### src/ryuv_pkg.sv
// shared types, constants and helpers for the rgb to yuv 4:2:0 subsampler
package ryuv_pkg;

  localparam int MAX_WIDTH    = 4096;
  localparam int HEIGHT_LIMIT = 4096;
  localparam int COL_W        = $clog2(MAX_WIDTH);
  localparam int ROW_W        = $clog2(HEIGHT_LIMIT);
  localparam int REG_W        = 13;
  localparam int CFG_IDX_W    = 1;
  localparam int PIX_W        = 8;

  localparam int LINE_WIDTH_RESET   = 640;
  localparam int FRAME_HEIGHT_RESET = 480;

  typedef enum logic [CFG_IDX_W-1:0] {
    REG_LINE_WIDTH   = 1'b0,
    REG_FRAME_HEIGHT = 1'b1
  } cfg_reg_t;

  typedef struct packed {
    logic [PIX_W-1:0] red;
    logic [PIX_W-1:0] green;
    logic [PIX_W-1:0] blue;
  } in_pix_t;

  typedef struct packed {
    logic [PIX_W-1:0] luma;
    logic [PIX_W-1:0] chroma_u;
    logic [PIX_W-1:0] chroma_v;
    logic             chroma_valid;
    logic             end_of_line;
    logic             end_of_frame;
  } out_pix_t;

  typedef struct packed {
    logic chroma_valid;
    logic end_of_line;
    logic end_of_frame;
  } pos_flags_t;

  // last counter position for a dimension register, with the value forced into 2..lim
  function automatic int last_index(input logic [REG_W-1:0] v, input int lim);
    int d;
    d = int'(v);
    if (d < 2) begin
      return 1;
    end else if (d > lim) begin
      return lim - 1;
    end
    return d - 1;
  endfunction

endpackage

### src/ryuv_position.sv
// raster position tracker: dimension registers, column and row counters, flags
module ryuv_position
  import ryuv_pkg::*;
(
  input  logic                 clk,
  input  logic                 rst_n,
  input  logic                 cfg_we,
  input  logic [CFG_IDX_W-1:0] cfg_index,
  input  logic [REG_W-1:0]     cfg_wdata,
  input  logic                 advance,
  output pos_flags_t           flags
);

  logic [COL_W-1:0] last_col_r;
  logic [ROW_W-1:0] last_row_r;
  logic [COL_W-1:0] col_r, col_nxt;
  logic [ROW_W-1:0] row_r, row_nxt;
  logic             eol, row_last;

  always_ff @(posedge clk) begin
    if (!rst_n) begin
      last_col_r <= COL_W'(LINE_WIDTH_RESET - 1);
      last_row_r <= ROW_W'(FRAME_HEIGHT_RESET - 1);
    end else if (cfg_we) begin
      unique case (cfg_reg_t'(cfg_index))
        REG_LINE_WIDTH:   last_col_r <= COL_W'(last_index(cfg_wdata, MAX_WIDTH));
        REG_FRAME_HEIGHT: last_row_r <= ROW_W'(last_index(cfg_wdata, HEIGHT_LIMIT));
        default:          ;
      endcase
    end
  end

  assign eol      = col_r >= last_col_r;
  assign row_last = row_r >= last_row_r;

  always_comb begin
    col_nxt = col_r + COL_W'(1);
    row_nxt = row_r;
    if (eol) begin
      col_nxt = '0;
      row_nxt = row_last ? '0 : row_r + ROW_W'(1);
    end
  end

  always_ff @(posedge clk) begin
    if (!rst_n) begin
      col_r <= '0;
      row_r <= '0;
    end else if (advance) begin
      col_r <= col_nxt;
      row_r <= row_nxt;
    end
  end

  assign flags.chroma_valid = !col_r[0] && !row_r[0];
  assign flags.end_of_line  = eol;
  assign flags.end_of_frame = eol && row_last;

endmodule

### src/ryuv_csc.sv
// color space conversion of one pixel, bt.601 integer coefficients
module ryuv_csc
  import ryuv_pkg::*;
(
  input  in_pix_t    pix,
  input  pos_flags_t flags,
  output out_pix_t   res
);

  logic        [15:0] y_sum;
  logic signed [17:0] r_s, g_s, b_s;
  logic signed [17:0] u_sum, v_sum;

  assign y_sum = 16'(16'd77 * {8'd0, pix.red}) + 16'(16'd150 * {8'd0, pix.green})
               + 16'(16'd29 * {8'd0, pix.blue});

  assign r_s = signed'({10'd0, pix.red});
  assign g_s = signed'({10'd0, pix.green});
  assign b_s = signed'({10'd0, pix.blue});

  // offset of 32768 keeps the shift non-negative and folds in the +128
  assign u_sum = 18'sd32768 - 18'sd43 * r_s - 18'sd84 * g_s + 18'sd127 * b_s;
  assign v_sum = 18'sd32768 + 18'sd127 * r_s - 18'sd106 * g_s - 18'sd21 * b_s;

  always_comb begin
    res.luma         = y_sum[15:8];
    res.chroma_u     = flags.chroma_valid ? u_sum[15:8] : '0;
    res.chroma_v     = flags.chroma_valid ? v_sum[15:8] : '0;
    res.chroma_valid = flags.chroma_valid;
    res.end_of_line  = flags.end_of_line;
    res.end_of_frame = flags.end_of_frame;
  end

endmodule

### src/rgb_to_yuv420_subsampler_top.sv
// top level: rgb to yuv 4:2:0 subsampler with input and result registers
// an accepted request passes through the input register and then the result register to the out port
// throughput: one pixel per cycle while out_stall is low, set by the two-register valid/stall pipeline
// a stalled result holds in the result register while one more pixel waits in the input register
// reset: synchronous active low; empties both stages, zeroes the counters,
// and sets the dimensions to 640 by 480
module rgb_to_yuv420_subsampler_top
  import ryuv_pkg::*;
(
  input  logic                 clk,
  input  logic                 rst_n,
  input  logic                 in_valid,
  output logic                 in_stall,
  input  in_pix_t              in_data,
  output logic                 out_valid,
  input  logic                 out_stall,
  output out_pix_t             out_data,
  input  logic                 cfg_we,
  input  logic [CFG_IDX_W-1:0] cfg_index,
  input  logic [REG_W-1:0]     cfg_wdata
);

  logic       s1_valid_r;
  in_pix_t    s1_pix_r;
  pos_flags_t s1_flags_r;
  logic       out_valid_r;
  out_pix_t   out_data_r;
  logic       out_ready, s1_ready, accept;
  pos_flags_t flags;
  out_pix_t   res;

  assign out_ready = !out_valid_r || !out_stall;
  assign s1_ready  = !s1_valid_r || out_ready;
  assign accept    = in_valid && s1_ready;
  assign in_stall  = !s1_ready;

  ryuv_position u_position (
    .clk       (clk),
    .rst_n     (rst_n),
    .cfg_we    (cfg_we),
    .cfg_index (cfg_index),
    .cfg_wdata (cfg_wdata),
    .advance   (accept),
    .flags     (flags)
  );

  ryuv_csc u_csc (
    .pix   (s1_pix_r),
    .flags (s1_flags_r),
    .res   (res)
  );

  always_ff @(posedge clk) begin
    if (!rst_n) begin
      s1_valid_r <= 1'b0;
    end else if (s1_ready) begin
      s1_valid_r <= in_valid;
    end
  end

  always_ff @(posedge clk) begin
    if (accept) begin
      s1_pix_r   <= in_data;
      s1_flags_r <= flags;
    end
  end

  always_ff @(posedge clk) begin
    if (!rst_n) begin
      out_valid_r <= 1'b0;
    end else if (out_ready) begin
      out_valid_r <= s1_valid_r;
    end
  end

  always_ff @(posedge clk) begin
    if (out_ready && s1_valid_r) begin
      out_data_r <= res;
    end
  end

  assign out_valid = out_valid_r;
  assign out_data  = out_data_r;

endmodule

### config.mk
export PLATFORM = sky130hd
export DESIGN_NAME = rgb_to_yuv420_subsampler_top
export DESIGN_NICKNAME = d
export VERILOG_FILES = /design/src/ryuv_pkg.sv /design/src/ryuv_position.sv /design/src/ryuv_csc.sv /design/src/rgb_to_yuv420_subsampler_top.sv
export SDC_FILE = /design/constraint.sdc
export NUM_CORES = 1
export LEC_CHECK = 0
export BUFFER_PORTS_ARGS = -buffer_cell sky130_fd_sc_hd__buf_4
export CAP_MARGIN = 5
export CORE_MARGIN = 5
export CORE_UTILIZATION = 40
export CTS_CLUSTER_SIZE = 24
export DETAILED_ROUTE_END_ITERATION = 6
export PLACE_DENSITY_LB_ADDON = 0.25
export SYNTH_ARGS = -nofsm -noshare
export SYNTH_HDL_FRONTEND = slang
export SYNTH_SLANG_ARGS = --single-unit
### constraint.sdc
create_clock -name clk -period 9.7 [get_ports clk]
set_clock_uncertainty 0.2 [all_clocks]
set_input_delay 0.485 -clock clk [delete_from_list [all_inputs] [get_ports clk]]
set_output_delay 0.485 -clock clk [all_outputs]
set_load 0.01 [all_outputs]
==> results.ini <==
[outcome]
outcome=complete, no violations

[sta]
timing.final.max_slew_violations=0
finalHoldViolations=0
setup-tns-final_ps=0
maxSlewHeadroom_pct=23.5
rsz0062_at_grt=no
finalCritPeriodShare_pct=74.4
hold_slack_ps=79.1
tightest_slew_ps=1150
setup_viol=0
period_minus_slack_ps=7220
fmax_mhz=139

[global_routing]
overflow=0
grt_pass1_vias=10900
antenna_found_initial=0
grt_pass1_wl_um=54900
grtUsageTotal_pct=16.8
grt_max_degree=36

[placed_design]
dp.cells=2064
dp_hpwl_um=28300
gp_congestion=0.869
io_buffers=71

[drt]
drc_errors=0
ant_nets=0
via_per_inst=5.02
vias=10400
wire_per_inst_um=15.7
drtIter0Drc=481
wl_um=32700
firstDrtPassIters=7

[logic_synthesis]
synth_seq_cells=104
synth_cell_types=67
syn_nets=2025
netlist_area_um2=14500
yosysWarnings=0
synth_seq_area_share_pct=18.1
async_flop_share_pct=0
syn_area_per_cell_um2=9.40
synth_edf_count=54
syn_inst=1545
synth-main-ff-cell=edfxtp_1

[cts]
h-tree-depth=3
clk-insertion-delay-late_ps=380
root_buffer=clkbuf_16
cts_resized=0
post_cts_buffers=0
cts_buffers=9
clock_sinks=104
hold_buffers=0
cts.clk_slew.worst_paths_ps=80
cts_tree=yes
clockBufferDepth=2

[cells_and_area]
fill_cells=3591
drive_gt1_share_pct=6.36
multi_input_area_um2=10600
syn2layout_area_growth_pct=9.37
layoutNonFillerInstCount=2080
antenna_cells=0
seq_area_um2=2620
nNetsFinal=2094

[floorplanning]
fp.dieW_um=201
start_util_pct=40.6
die_h_um=201
pin_count=72
placementRows=69
die_area_um2=40200
core_area_um2=35700

[critical_path]
worstReg2RegStart=s1_pix_r[12]
cp-endpoint=out_data[26]
worst-endpoint-required_ps=9620
reg2reg_to=out_data[26]
r2r_cells=22
startpoint_type=flip-flop
critPathKind=reg2reg
r2r_setup_slack_ps=2480
crit_arrival_ps=7140
worstPathMaxFanout=7
startpoint=s1_pix_r[12]
endpoint_kind=flip-flop

[job]
maxCapViolCount=0

[worst_hold_path]
hp-class=in2reg

[per-stage QoR]
step | util [%] | cell area, um2 | setup slack, ps
floorplan | - | 14500 | 3110
detailed placement | 43.6 | 15600 | 2490
global placement | 43.6 | 15600 | 2550
global route | 44.4 | 15900 | 2130
finish | 44.4 | 15900 | 2480
CTS | 44.4 | 15900 | 2470
[critical path, cell delays in order, from the launching register on]
cell and delay [ps]:
edfxtp_1 520, ha_1 410, ha_1 290, inv_1 50, fa_1 510, fa_1 510, inv_1 40, ha_1 340
xnor2_1 340, fa_1 500, fa_1 510, inv_1 50, fa_1 470, inv_1 50, fa_1 470, ha_1 360
o21ai_0 180, nor2_1 80, nor2_1 80, o21ai_0 170, a211oi_1 460, a21oi_1 160, xnor3_1 210
[worst min-delay path by stage]
stage / start / endpoint / cells past startpoint
CTS: in_data[15] / s1_pix_r[15] / 1
global route: in_data[22] / s1_pix_r[22] / 1
global placement: s1_flags_r[0] / out_data[0] / 0
floorplan: s1_flags_r[0] / out_data[0] / 0
detailed placement: s1_flags_r[0] / out_data[0] / 0
finish: in_data[23] / s1_pix_r[23] / 1
[kinds of logic (layout without fill, tap and decap cells)]
group / count (synthesis) / count (layout) / share of synthesized area, %
and+or+nand+nor: 303 / 303 / 10.7
adders and majority gates: 437 / 437 / 45.0
muxes: 5 / 5 / 0.345
buffers and inverters: 357 / 431 / 9.36
DFF: 104 / 104 / 18.1
xor gates and xnor gates: 100 / 100 / 6.13
AOI/OAI and AO/OA: 239 / 239 / 10.4
[cell type report]
cell class / count / area share (%)
multi-input combinational: 1084 / 66.4
sequential: 104 / 16.5
inverter: 342 / 8.08
tap: 461 / 3.63
timing repair buffer: 73 / 3.45
clock buffer: 10 / 1.50
clock inverter: 6 / 0.386
[flip-flops by register name, summed over array words and instances (netlist names)]
| name | flops |
|---|---|
| u_position.col_r | 12 |
| out_valid | 1 |
| u_position.last_col_r | 12 |
| u_position.last_row_r | 12 |
| u_position.row_r | 12 |
| s1_pix_r | 24 |
| out_data | 27 |
| s1_valid_r | 1 |
| s1_flags_r | 3 |
[synthesized netlist by cell type (all sizes together), types with 14 or more instances]
cell	n	area, um2
a21o	20	150
a21oi	85	425
ha	295	3690
nor2	67	251
xor2	52	455
fa	142	2840
inv	342	1280
nand3	19	95.1
and2	15	96.4
o211ai	20	150
o21a	18	135
o21ai	41	209
nor3	22	115
nand2	76	285
and3	14	92.6
nor2b	17	114
edfxtp	54	1620
dfxtp	50	1000
nand2b	21	131
xnor2	47	412
[placed cells by master, fill, tap and decap left out, drive strengths merged, types with 47 or more instances in the layout]
| master | count |
|---|---|
| edfxtp | 54 |
| xor2 | 52 |
| nor2 | 67 |
| a21oi | 85 |
| xnor2 | 47 |
| fa | 142 |
| inv | 345 |
| buf | 73 |
| ha | 295 |
| nand2 | 76 |
| dfxtp | 50 |
[per-layer routing]
metal / GRT usage, % / wire [um] / vias up
met5: 0 / 0 / -
met1: 21.7 / 14900 / 5022
li1: - / - / 5255
met3: 2.62 / 1110 / 32
met2: 29.6 / 16000 / 136
met4: 4.33 / 607 / 0
Power is not shown: default switching activity piles up to over one toggle a cycle in this logic, so the estimate is an artifact.
